<file path="config.mk">
export PLATFORM = sky130hd
export DESIGN_NAME = bwa_ctrl
export DESIGN_NICKNAME = d
export VERILOG_FILES = /design/src/sv/bwa_pkg.sv /design/src/sv/bwa_ctrl.sv
export SDC_FILE = /design/constraint.sdc
export NUM_CORES = 1
export LEC_CHECK = 0
export BUFFER_PORTS_ARGS = -buffer_cell sky130_fd_sc_hd__buf_2
export CORE_AREA = 10 10 47 49
export CTS_BUF_LIST = sky130_fd_sc_hd__clkbuf_4
export DETAILED_ROUTE_END_ITERATION = 7
export DIE_AREA = 0 0 57 59
export GPL_TIMING_DRIVEN = 0
export PLACE_DENSITY = 0.66
export SYNTH_ARGS = -nofsm -noshare
export SYNTH_HDL_FRONTEND = slang
export SYNTH_SLANG_ARGS = --single-unit
</file>
<file path="constraint.sdc">
create_clock -name clk -period 1.65 [get_ports clk]
set_input_delay 0.33 -clock clk [delete_from_list [all_inputs] [get_ports clk]]
set_output_delay 0.33 -clock clk [all_outputs]
set_load 0.01 [all_outputs]
</file>
<file path="src/sv/bwa_pkg.sv">
// Shared types and constants of the burner window analytics block.
// Used by the controller, the datapath, the divider, the top level and the checker.
// No dependencies.
package bwa_pkg;

    // Channel widths (fields packed from bit 0 up, padded to whole bytes)
    localparam int IN_TDATA_W  = 64;
    localparam int OUT_TDATA_W = 96;
    localparam int CFG_W       = 16;

    // Fixed-point field widths
    localparam int PWR_W   = 16;
    localparam int DLT_W   = 16;
    localparam int TS_W    = 32;
    localparam int START_W = 8;
    localparam int MIN_W   = 6;
    localparam int DUTY_W  = 7;
    localparam int CYC_W   = 17;

    // Reset value of the on threshold, 0.01 kW
    localparam logic [CFG_W-1:0] THRESH_RST = 16'd50;

    // Shared serial divider for the divisions by the window fill:
    // 32-bit dividend, 16-bit divisor, one bit per step
    localparam int DVD_W     = 32;
    localparam int DVS_W     = 16;
    localparam int DIV_CNT_W = 6;

    // Duty scale
    localparam logic [DVD_W-1:0] PERCENT = 32'd100;

    // Minutes from a sample count: n * 10 s / 60 s is n / 6, taken as
    // (n * ceil(2^18 / 6)) >> 18, exact for n below 2^17
    localparam int          SIXTH_SHIFT = 18;
    localparam logic [15:0] SIXTH_MUL   = 16'd43691;

    // Minutes from milliseconds: 60000 = 2^5 * 1875, so drop five bits and
    // take (x * ceil(2^38 / 1875)) >> 38, exact for the 27 bits left
    localparam int                  MS_DROP  = 5;
    localparam int                  MS_SHIFT = 38;
    localparam int                  MS_MUL_W = 28;
    localparam logic [MS_MUL_W-1:0] MS_MUL   = 28'd146601551;

    // Saturation limits
    localparam logic [DVD_W-1:0] START_MAX = 32'd255;
    localparam logic [DVD_W-1:0] MIN_MAX   = 32'd63;

    // Largest legal duty reading
    localparam logic [DUTY_W-1:0] DUTY_MAX = 7'd100;

    // Division jobs run after the window walk, in this order
    typedef enum logic [1:0] {
        DIV_POWER = 2'd0,
        DIV_DELTA = 2'd1,
        DIV_DUTY  = 2'd2
    } div_kind_t;

    // Controller to datapath commands
    typedef struct packed {
        logic      capture;
        logic      push;
        logic      walk_rd;
        logic      div_start;
        logic      div_store;
        logic      out_load;
        div_kind_t div_sel;
    } bwa_cmd_t;

    // Datapath to controller status
    typedef struct packed {
        logic walk_last;
        logic div_done;
        logic out_free;
    } bwa_stat_t;

    // Next division job in the sequence
    function automatic div_kind_t next_div(input div_kind_t k);
        div_kind_t r;
        unique case (k)
            DIV_POWER: r = DIV_DELTA;
            DIV_DELTA: r = DIV_DUTY;
            DIV_DUTY:  r = DIV_POWER;
            default:   r = DIV_POWER;
        endcase
        return r;
    endfunction

endpackage

</file>
<file path="src/sv/bwa_ctrl.sv">
// Sequencer of the burner window analytics block: push, walk, divide, output.
// Depends on bwa_pkg for the command and status structs.
module bwa_ctrl
(
    input  logic               clk,
    input  logic               rst_n,
    input  logic               s_tvalid,
    output logic               s_tready,
    input  bwa_pkg::bwa_stat_t stat,
    output bwa_pkg::bwa_cmd_t  cmd
);

    typedef enum logic [6:0] {
        ST_IDLE     = 7'b0000001,
        ST_PUSH     = 7'b0000010,
        ST_WALK     = 7'b0000100,
        ST_DRAIN    = 7'b0001000,
        ST_DIV_GO   = 7'b0010000,
        ST_DIV_WAIT = 7'b0100000,
        ST_OUT      = 7'b1000000
    } state_t;

    state_t                state_reg;
    state_t                state_next;
    bwa_pkg::div_kind_t    sel_reg;
    bwa_pkg::div_kind_t    sel_next;

    // Next state and commands
    always_comb
    begin
        state_next    = state_reg;
        sel_next      = sel_reg;
        cmd           = '0;
        cmd.div_sel   = sel_reg;
        s_tready      = 1'b0;
        unique case (state_reg)
            ST_IDLE:
            begin
                s_tready    = 1'b1;
                cmd.capture = s_tvalid;
                if (s_tvalid)
                begin
                    state_next = ST_PUSH;
                end
            end
            ST_PUSH:
            begin
                cmd.push   = 1'b1;
                state_next = ST_WALK;
            end
            ST_WALK:
            begin
                cmd.walk_rd = 1'b1;
                if (stat.walk_last)
                begin
                    state_next = ST_DRAIN;
                end
            end
            ST_DRAIN:
            begin
                sel_next   = bwa_pkg::DIV_POWER;
                state_next = ST_DIV_GO;
            end
            ST_DIV_GO:
            begin
                cmd.div_start = 1'b1;
                state_next    = ST_DIV_WAIT;
            end
            ST_DIV_WAIT:
            begin
                if (stat.div_done)
                begin
                    cmd.div_store = 1'b1;
                    sel_next      = bwa_pkg::next_div(sel_reg);
                    state_next    = (sel_reg == bwa_pkg::DIV_DUTY) ? ST_OUT : ST_DIV_GO;
                end
            end
            ST_OUT:
            begin
                if (stat.out_free)
                begin
                    cmd.out_load = 1'b1;
                    state_next   = ST_IDLE;
                end
            end
            default:
            begin
                state_next = ST_IDLE;
            end
        endcase
    end

    // State registers
    always_ff @(posedge clk or negedge rst_n)
    begin
        if (!rst_n)
        begin
            state_reg <= ST_IDLE;
            sel_reg   <= bwa_pkg::DIV_POWER;
        end
        else
        begin
            state_reg <= state_next;
            sel_reg   <= sel_next;
        end
    end

endmodule

</file>
Word level (Yosys, flattened, before mapping). Cells that the tools add are included. Widths: inputs -> output; s select.

Memories kept: 0. Register bits after elaboration: 9. Output and inout port bits: 9. Bits in writable memories: 0. Bits in latches: 0. Word-level logic and storage cells: 37. Bits in read-only memories: 0. Input bits: 6.

Div/mod/pow operators: 0. Shift-type cells: 0. Order comparisons: 0. Multiplexer cells: 18. Reduce and logical (&&, ||, !) cells: 4. Add/sub/neg operators: 0. $mul: 0. Bitwise logic cells: 0. Eq/ne operators: 13.

Operator list (count): $pmux 7 s7 (1); $mux 7 (5); $mux 1 (9); $ne 2x2->1 const B (4); $pmux 2 s2 (2); $eq 7x1->1 const B (1); $eq 7x2->1 const B (1); $eq 7x3->1 const B (1); $eq 7x4->1 const B (1); $eq 7x5->1 const B (1); $eq 7x6->1 const B (1); $eq 7x7->1 const B (1); $reduce_and 4->1 (1); $eq 2x1->1 const B (1); $eq 2x2->1 const B (1); $logic_not 2->1 (1); $mux 2 (1); $reduce_and 2->1 (1); $reduce_bool 2->1 (1).

Longest topological paths before layout. Gate-level depths: netlist of the first run.

Depth after elaboration: 4. Depth in mapped cells: 4. Depth with buffers taken out: 4.

Worst setup path after synthesis of the first run. No wires, ideal clock.

Path type: register to register. Start: register state_reg[4]. End: register sel_reg[0]. Setup slack: 108 ps. Stages on the path, launching flop included: 5. Library setup time: 125 ps. Arrival: 1417 ps. Period minus slack after synthesis: 1542 ps. Path through: dfrtp_1 nor3_4 nand4b_4 mux2_4 mux2_4.

Longest elaborated chain between the ends: 3. Elaborated cells on any way between the ends: 6.

Ends and longest elaborated chain: start: declaration (line bwa_ctrl.sv:23) `state_t state_reg;`; start signal: assignment (line bwa_ctrl.sv:103) `state_reg <= state_next;`; $eq 7x6->1 / $eq 7x4->1 (equally long branches) (line bwa_ctrl.sv:36) `unique case (state_reg)`; $ne 2x2->1 (no line) / $reduce_bool 2->1 (equally long branches); $reduce_and 2->1 (no line); end signal: assignment (line bwa_ctrl.sv:99) `sel_reg <= bwa_pkg::DIV_POWER;`; end signal: assignment (line bwa_ctrl.sv:104) `sel_reg <= sel_next;`; end: declaration (line bwa_ctrl.sv:25) `bwa_pkg::div_kind_t sel_reg;`.

Parallel ways exist; a longest one is shown, timed or not. A chain may end at the register's enable or synchronous reset.

==> impl_metrics.py, run 1 <==
metrics = {
    "timing": {
        "clock.fmax_mhz": 548,
        "period_share_pct": 111,
        "rsz0062_at_grt": "true",
        "finalSetupViolations": 10,
        "hold_viol": 0,
        "worstMarginPinSlew_ps": 440,
        "worst_slack_ps": -174,
        "hold_slack_ps": 254,
        "clock_skew_ps": 7.52,
        "slew_headroom_pct": 69.9,
        "fin_crit_ps": 1820,
        "final_max_slew_viol_count": 0,
    },
    "global_routing": {
        "antenna_found_initial": 0,
        "grt_usage_pct": 9.89,
        "grt_pass1_vias": 601,
        "grt_pass1_wl_um": 2680,
        "grt_max_degree": 10,
        "grt_overflow": 0,
    },
    "run_status": {
        "violations": "setup timing",
        "status": "finished with violations",
    },
    "clocking": {
        "clkLatencyLatePin_ps": 270,
        "cts_tree": "done",
        "clockBufferDepth": 2,
        "clock-sinks": 9,
        "htreeDepth": 1,
        "clockRootBuffer": "clkbuf_4",
        "path_clk_slew_ps": 70,
        "cts_buffers": 3,
    },
    "logic_synthesis": {
        "synth_seq_cells": 9,
        "synthCells": 56,
        "yosys.area_share.adder_pct": 0,
        "synth_area_per_cell_um2": 9.83,
        "yosys.area_share.simple_pct": 35.0,
        "ys_seq_area_share_pct": 41.1,
        "syn_nets": 62,
        "synth_area_um2": 551,
        "yosys_warnings": 0,
        "synthArstFlopShare_pct": 100,
        "synth-edff-count": 0,
        "synthFlopType": "dfrtp_1",
        "synth_top_family_by_area": "simple AND/OR/NAND/NOR gates",
        "netlist-cell-type-count": 27,
        "synth_compound_area_share_pct": 15.0,
        "synth.area.mux_share_pct": 5.45,
        "synth_xor_area_share_pct": 0,
    },
    "setup_path": {
        "setup.worst_path.start_class": "flip-flop",
        "r2r_setup_slack_ps": -110,
        "critPathLaunch": "state_reg[3]",
        "critPathRequiredTime_ps": 1320,
        "r2r-start": "state_reg[1]",
        "critPathMaxFanout": 5,
        "r2r_end": "sel_reg[0]",
        "reg2reg_depth": 5,
        "worstPathArrival_ps": 1490,
        "critPathCaptureType": "output port",
        "worstSetupPathType": "reg2out",
    },
    "floorplanning": {
        "die_h_um": 59,
        "rows": 14,
        "dieArea_um2": 3360,
        "die_w_um": 57,
        "start_util_pct": 39.3,
        "fp.coreArea_um2": 1400,
        "ios": 15,
    },
    "layout": {
        "regArea_um2": 234,
        "n_fill_cell": 128,
        "multi_input_area_um2": 354,
        "diodes": 0,
        "largest_register_ffs": 7,
        "final_nets": 98,
        "drive_gt1_share_pct": 56.0,
        "area_growth_pct": 61.4,
    },
    "power_and_ir_drop": {
        "p_per_area_nw_per_um2": 1340,
        "power_mw": 1.19,
        "power_leakage_nw": 0.458,
        "peakVddDrop_mv": 0.722,
    },
    "drt": {
        "drc": 0,
        "avgViaCountPerCell": 5.58,
        "num_vias": 597,
        "drtPass1Iterations": 3,
        "ant_nets": 0,
        "routedWlPerCell_um": 16.4,
        "wirelength_um": 1760,
        "first_iter_violations": 11,
    },
    "hold_path": {
        "worstHoldStart": "stat[1]",
        "whs_endpoint": "state_reg[5]",
        "hold_path.class": "in2reg",
        "min_path_cells": 2,
    },
    "placement": {
        "dp_hpwl_um": 992,
        "portBuffers": 14,
        "gp_congestion": 0.766,
    },
    "run": {
        "maxCapViolations": 0,
    },
}
==> per-stage QoR <==
step	cell area, µm²	worst slack [ps]	utilization (%)	std cells	setup TNS [ps]
2_1_floorplan	551	108	-	56	0
3_3_place_gp	641	-17.1	45.7	86	-24.4
3_5_place_dp	641	-21.4	45.7	86	-21.4
4_1_cts	798	-134	57.0	99	-544
5_1_grt	888	-271	63.4	107	-1820
6_report	888	-174	63.4	107	-993
==> synthesized netlist by cell type, types with 2 or more instances <==
library cell / n / area share [%]
mux2_4: 2 / 5.5
nand2_1: 2 / 1.4
nand4b_1: 3 / 4.8
nand2b_1: 2 / 2.3
and3_1: 2 / 2.3
o211ai_1: 2 / 2.7
inv_1: 5 / 3.4
nor3_1: 2 / 1.8
and2_1: 2 / 2.3
nor3b_1: 2 / 2.7
dfrtp_1: 8 / 36
nor2b_1: 2 / 2.3
o21bai_1: 2 / 2.7
nor2_1: 7 / 4.8
==> worst max path at each step <==
stage / to / slack [ps] / cells past startpoint
6_report: cmd[7] / -170 / 5
5_1_grt: cmd[7] / -270 / 5
4_1_cts: cmd[7] / -130 / 5
3_5_place_dp: cmd[7] / -20 / 5
3_3_place_gp: cmd[7] / -20 / 5
2_1_floorplan: sel_reg[0] / 110 / 4
==> layout make-up <==
cell class | count | share of cell area, %
multi-input cells | 42 | 39.9
well taps | 16 | 2.25
clock buffers | 4 | 3.38
inverters | 5 | 2.11
flip-flops and latches | 9 | 26.3
repair buffers | 31 | 26.1
==> critical path: stages, from the launching register on <==
cell and delay [ps]:
dfrtp_2 460, nor4_4 310, nand3_1 130, inv_1 90
and2_1 110, buf_2 120
==> where the power goes <==
| group | switching (mW) | internal, mW |
|---|---|---|
| clock network | 0.0880 | 0.110 |
| registers | 0.109 | 0.291 |
| logic | 0.279 | 0.316 |
==> cell usage in the layout, fill, tap and decap left out <==
cell,Yosys,final
mux2_4,2,2
nand4b_4,1,1
nor4_4,0,1
a21oi_1,1,1
clkbuf_4,0,4
buf_4,0,11
buf_2,0,12
nand4_1,1,1
dfrtp_1,8,2
o21ai_0,1,1
buf_6,0,7
nor2_4,0,1
nor3_1,2,1
dfstp_2,1,1
a22o_1,1,1
nand3_1,1,1
nand2b_1,2,2
dlygate4sd3_1,0,1
and3_1,2,1
nor3_4,1,2
o32ai_2,0,1
nor3b_1,2,2
o311ai_0,1,1
and3_4,0,1
and2_1,2,2
nor2_1,7,5
dfrtp_2,0,6
a2111oi_0,1,1
nand4b_1,3,3
nand2_1,2,2
inv_1,5,5
nor2_2,0,1
nor2b_1,2,2
o31ai_1,1,1
o211ai_1,2,2
o21bai_1,2,2
==> logic make-up after synthesis <==
group	Yosys count
AO/OA/AOI/OAI	11
flip-flops	9
AND/OR/NAND/NOR	29
buffers and inverters	5
multiplexers	2
==> layer usage <==
layer	vias to the layer above	GRT usage, %	part of all wire [%]
met5	-	0	0
met4	0	5.37	0.91
met1	304	11.0	41
met2	15	16.3	53
met3	2	3.22	4.7
li1	276	-	-
==> repair_timing <==
| action | CTS | global route |
|---|---|---|
| hold buffers | 1 | 0 |
| gates resized for setup | 15 | 7 |
| hold endpoints to repair | 8 | 0 |
| setup buffers | 8 | 8 |
| setup endpoints to repair | 8 | 13 |
| pin swaps | 7 | 11 |
| cloned | 0 | 0 |
Power figures use the tool's default switching activity.
==> run 2: changes to the inputs <==
--- a/config.mk
+++ b/config.mk
@@ -11,7 +11,10 @@
 export DETAILED_ROUTE_END_ITERATION = 7
 export DIE_AREA = 0 0 57 59
 export GPL_TIMING_DRIVEN = 0
+export MAX_ROUTING_LAYER = met4
 export PLACE_DENSITY = 0.66
+export SKIP_CTS_REPAIR_TIMING = 1
+export SKIP_LAST_GASP = 1
 export SYNTH_ARGS = -nofsm -noshare
 export SYNTH_HDL_FRONTEND = slang
 export SYNTH_SLANG_ARGS = --single-unit
==> impl_metrics.py, run 2 (synthesized netlist as in run 1, its figures left out) <==
metrics = {
    "setup_path": {
        "worstPathArrival_ps": 1550,
        "r2r_setup_slack_ps": -120,
        "r2r-start": "state_reg[1]",
        "critPathLaunch": "state_reg[1]",
        "critPathRequiredTime_ps": 1320,
        "r2r_end": "state_reg[0]",
        "worstSetupPathType": "reg2out",
        "crit_path_end": "cmd[7]",
        "setup.worst_path.start_class": "flip-flop",
        "critPathMaxFanout": 3,
        "reg2reg_depth": 6,
        "critPathCaptureType": "output port",
    },
    "timing": {
        "period_share_pct": 114,
        "finalSetupViolations": 12,
        "hold_viol": 0,
        "worst_slack_ps": -229,
        "final_max_slew_viol_count": 0,
        "worstMarginPinSlew_ps": 486,
        "slew_headroom_pct": 66.8,
        "fin_setup_tns_ps": -1270,
        "rsz0062_at_grt": "true",
        "fin_crit_ps": 1880,
        "clock.fmax_mhz": 532,
        "clock_skew_ps": 4.31,
    },
    "run_status": {
        "status": "finished with violations",
        "violations": "setup timing",
    },
    "layout": {
        "largest_register_ffs": 7,
        "diodes": 0,
        "stdcell_count": 98,
        "area_growth_pct": 43.0,
        "layout_commonest_cell": "buf_2",
        "drive_gt1_share_pct": 50.0,
        "final_cell_mix": "buf_2 (13), buf_4 (7), nor2_1 (5), inv_1 (5)",
        "final_nets": 89,
    },
    "clocking": {
        "htreeDepth": 1,
        "clock-sinks": 9,
        "cts_tree": "done",
        "clockRootBuffer": "clkbuf_4",
        "clockBufferDepth": 2,
        "clkLatencyLatePin_ps": 270,
        "cts_buffers": 3,
        "path_clk_slew_ps": 70,
    },
    "drt": {
        "num_vias": 556,
        "drtPass1Iterations": 4,
        "ant_nets": 0,
        "routedWlPerCell_um": 15.7,
        "wirelength_um": 1540,
        "drc": 0,
        "avgViaCountPerCell": 5.67,
        "first_iter_violations": 6,
    },
    "global_routing": {
        "grt_overflow": 0,
        "grt_pass1_wl_um": 2110,
        "grt_pass1_vias": 480,
        "grt_usage_pct": 8.01,
        "antenna_found_initial": 0,
        "grt_max_degree": 10,
    },
    "power_and_ir_drop": {
        "combPwrFrac_pct": 47.9,
        "peakVddDrop_mv": 0.674,
        "pwr-share-seq_pct": 34.8,
        "p_per_area_nw_per_um2": 1460,
        "power_leakage_nw": 0.406,
        "internal_power_mw": 0.688,
        "netSwitchingFraction_pct": 40.2,
        "clkPwrFrac_pct": 17.3,
        "power_switching_mw": 0.462,
    },
    "hold_path": {
        "hold_path.class": "in2reg",
        "worstHoldStart": "stat[1]",
    },
    "run": {
        "maxCapViolations": 0,
    },
    "floorplanning": {
        "die_w_um": 57,
        "rows": 14,
        "start_util_pct": 39.3,
        "ios": 15,
        "dieArea_um2": 3360,
        "die_h_um": 59,
        "fp.coreArea_um2": 1400,
    },
    "placement": {
        "gp_congestion": 0.776,
        "dp.cells": 86,
        "portBuffers": 14,
        "dp_hpwl_um": 992,
    },
}
-- run 2: cell count changes in the layout (fill, tap and decap cells not counted), moves of 2 or more --
| cell | previous run | this run |
|---|---|---|
| buf_6 | 7 | 1 |
| dfrtp_2 | 6 | 4 |
| dfrtp_1 | 2 | 4 |
| buf_4 | 11 | 7 |
-- run 2: critical path, cell delays in order (launching register included) --
cell	delay, ps
dfrtp_2	450
nor4_4	350
nand3_1	140
inv_1	90
and2_1	120
buf_2	120
-- run 2: final cells by class --
class / count / area, µm²
Multi-Input combinational cell: 42 / 348
Tap cell: 16 / 20.0
Fill cell: 130 / 614
Timing Repair Buffer: 22 / 139
Inverter: 5 / 18.8
Sequential cell: 9 / 231
Clock buffer: 4 / 30.0
-- run 2: worst min-delay path by stage --
stage                   end  slack, ps  cells after the start
2_1_floorplan    sel_reg[0]         30                      0
3_3_place_gp   state_reg[1]        200                      1
3_5_place_dp   state_reg[1]        200                      1
4_1_cts        state_reg[1]        -90                      1
5_1_grt        state_reg[2]        270                      2
6_report       state_reg[5]        260                      2
-- run 2: per-layer routing --
metal	track usage, %	vias to the layer above	wire length (µm)
li1	-	262	-
met1	9.94	271	711
met2	11.2	21	730
met3	2.79	2	81
met4	4.03	0	17
met5	-	-	0
-- run 2: stage by stage --
| step | hold slack [ps] | area [µm²] | total power, mW | setup WS [ps] | utilization, % |
|---|---|---|---|---|---|
| global placement | 197 | 641 | 0.771 | -17.1 | 45.7 |
| finish | 259 | 787 | 1.15 | -229 | 56.2 |
| global route | 275 | 787 | 1.21 | -317 | 56.2 |
| detailed placement | 199 | 641 | 0.770 | -21.4 | 45.7 |
| CTS | -93.4 | 671 | 0.968 | -321 | 47.9 |
| floorplan | 34.4 | 551 | 0.643 | 108 | - |
-- run 2: power groups by stage --
| stage | combinational, mW | clock [mW] | sequential [mW] |
|---|---|---|---|
| 2_1_floorplan | 0.278 | 0 | 0.364 |
| 3_3_place_gp | 0.394 | 0 | 0.377 |
| 3_5_place_dp | 0.395 | 0 | 0.375 |
| 4_1_cts | 0.398 | 0.199 | 0.371 |
| 5_1_grt | 0.597 | 0.207 | 0.407 |
| 6_report | 0.551 | 0.199 | 0.400 |
==> run 3: changes to the inputs <==
==> constraint.sdc (replaced) <==
create_clock -name clk -period 1.65 [get_ports clk]
set_input_delay 0.495 -clock clk [delete_from_list [all_inputs] [get_ports clk]]
set_output_delay 0.495 -clock clk [all_outputs]
set_load 0.01 [all_outputs]
==> impl_metrics.py, run 3 (synthesized netlist as in run 1, its figures left out) <==
metrics = {
    "clocking": {
        "path_clk_slew_ps": 60,
        "clkLatencyLatePin_ps": 260,
        "htreeDepth": 1,
        "clock-sinks": 9,
        "cts_buffers": 3,
        "clockBufferDepth": 2,
        "clockRootBuffer": "clkbuf_4",
        "cts_tree": "done",
    },
    "setup_path": {
        "cp_slowest_cell": "dfrtp_2",
        "r2r_end": "sel_reg[0]",
        "r2r-start": "state_reg[1]",
        "critPathMaxStageDelay_ps": 460,
        "reg2reg_depth": 5,
        "r2r_setup_slack_ps": -70,
        "critPathMaxFanout": 4,
        "setup.worst_path.start_class": "flip-flop",
        "worstSetupPathType": "reg2out",
        "critPathCaptureType": "output port",
        "critPathLaunch": "state_reg[1]",
        "worstPathArrival_ps": 1480,
        "crit_path_end": "cmd[7]",
        "critPathRequiredTime_ps": 1150,
        "path_cells": "nor4_4 -> nand3_2 -> inv_2 -> and2_4 -> buf_6",
    },
    "layout": {
        "area_growth_pct": 46.6,
        "stdcell_area_um2": 807,
        "final_cell_mix": "buf_2 (13), buf_4 (7), nor2_1 (6)",
        "layout_commonest_cell": "buf_2",
        "largest_register_ffs": 7,
        "diodes": 0,
        "drive_gt1_share_pct": 52.4,
        "final_nets": 91,
        "n_fill_cell": 139,
    },
    "power_and_ir_drop": {
        "peakVddDrop_mv": 0.781,
        "p_per_area_nw_per_um2": 1410,
        "power_leakage_nw": 0.396,
        "power_mw": 1.14,
    },
    "timing": {
        "final_max_slew_viol_count": 0,
        "clock.fmax_mhz": 506,
        "fin_crit_ps": 1980,
        "rsz0062_at_grt": "true",
        "fin_setup_tns_ps": -1920,
        "worstMarginPinSlew_ps": 394,
        "finalSetupViolations": 9,
        "clock_skew_ps": 1.76,
        "period_share_pct": 120,
        "worst_slack_ps": -328,
        "slew_headroom_pct": 73.7,
        "hold_viol": 0,
    },
    "drt": {
        "avgViaCountPerCell": 5.56,
        "routedWlPerCell_um": 15.4,
        "num_vias": 556,
        "drtPass1Iterations": 4,
        "wirelength_um": 1540,
        "met2_length_um": 776,
        "drc": 0,
        "highest-signal-layer": "met3",
        "first_iter_violations": 14,
        "wl_met3_um": 86,
        "ant_nets": 0,
        "wl_met1_um": 681,
    },
    "global_routing": {
        "grt_max_degree": 10,
        "grt_overflow": 0,
        "grt_usage_pct": 9.07,
        "grt_pass1_wl_um": 2460,
        "grt_pass1_vias": 536,
        "antenna_found_initial": 0,
    },
    "floorplanning": {
        "die_w_um": 57,
        "start_util_pct": 39.3,
        "rows": 14,
        "fp.coreArea_um2": 1400,
        "die_h_um": 59,
        "dieArea_um2": 3360,
        "ios": 15,
    },
    "placement": {
        "portBuffers": 14,
        "dpl-instance-area_um2": 647,
        "gp_congestion": 0.788,
        "dp_hpwl_um": 1080,
    },
    "run_status": {
        "violations": "setup timing",
        "status": "finished with violations",
    },
    "run": {
        "maxCapViolations": 0,
    },
    "hold_path": {
        "hold_path.class": "in2async",
    },
}
## run 3: worst min-delay path by stage
| stage | start | end | slack (ps) | cells after the start |
|---|---|---|---|---|
| finish | rst_n | state_reg[4] | 70 | 1 |
| global route | rst_n | state_reg[3] | 70 | 1 |
| CTS | rst_n | state_reg[2] | 70 | 1 |
| detailed placement | rst_n | state_reg[4] | 350 | 1 |
| global placement | rst_n | state_reg[4] | 360 | 1 |
| floorplan | rst_n | sel_reg[0] | 200 | 0 |
## run 3: final cells by class
class                      count  area (µm²)  share of cell area, %
multi-input combinational     42         343                   42.5
sequential                     9         233                   28.8
timing repair buffer          24         163                   20.2
clock buffer                   4        30.0                   3.72
tap                           16        20.0                   2.48
inverter                       5        18.8                   2.33
## run 3: power breakdown
part	switching, mW	internal, mW
clock	0.0818	0.110
sequential	0.105	0.290
combinational	0.254	0.298
## run 3: through the flow
stage	worst slack (ps)	instances	util, %	hold slack, ps
finish	-328	100	57.6	70.2
global route	-432	100	57.6	73.9
CTS	-365	90	48.3	66.2
detailed placement	-75.1	86	46.2	355
global placement	-66.7	86	46.2	356
floorplan	22.5	56	-	199
## run 3: critical path: cells and delay by family, from the launching register on
family | cells | cell delay (ps)
and+or+nand+nor | 3 | 600
buffers and inverters | 2 | 160
DFF | 1 | 460
## run 3: per-layer routing
layer | up-vias | GRT usage [%]
met2 | 21 | 14.6
met1 | 272 | 10.4
met4 | 0 | 2.01
li1 | 263 | -
met5 | - | -
met3 | 0 | 3.65
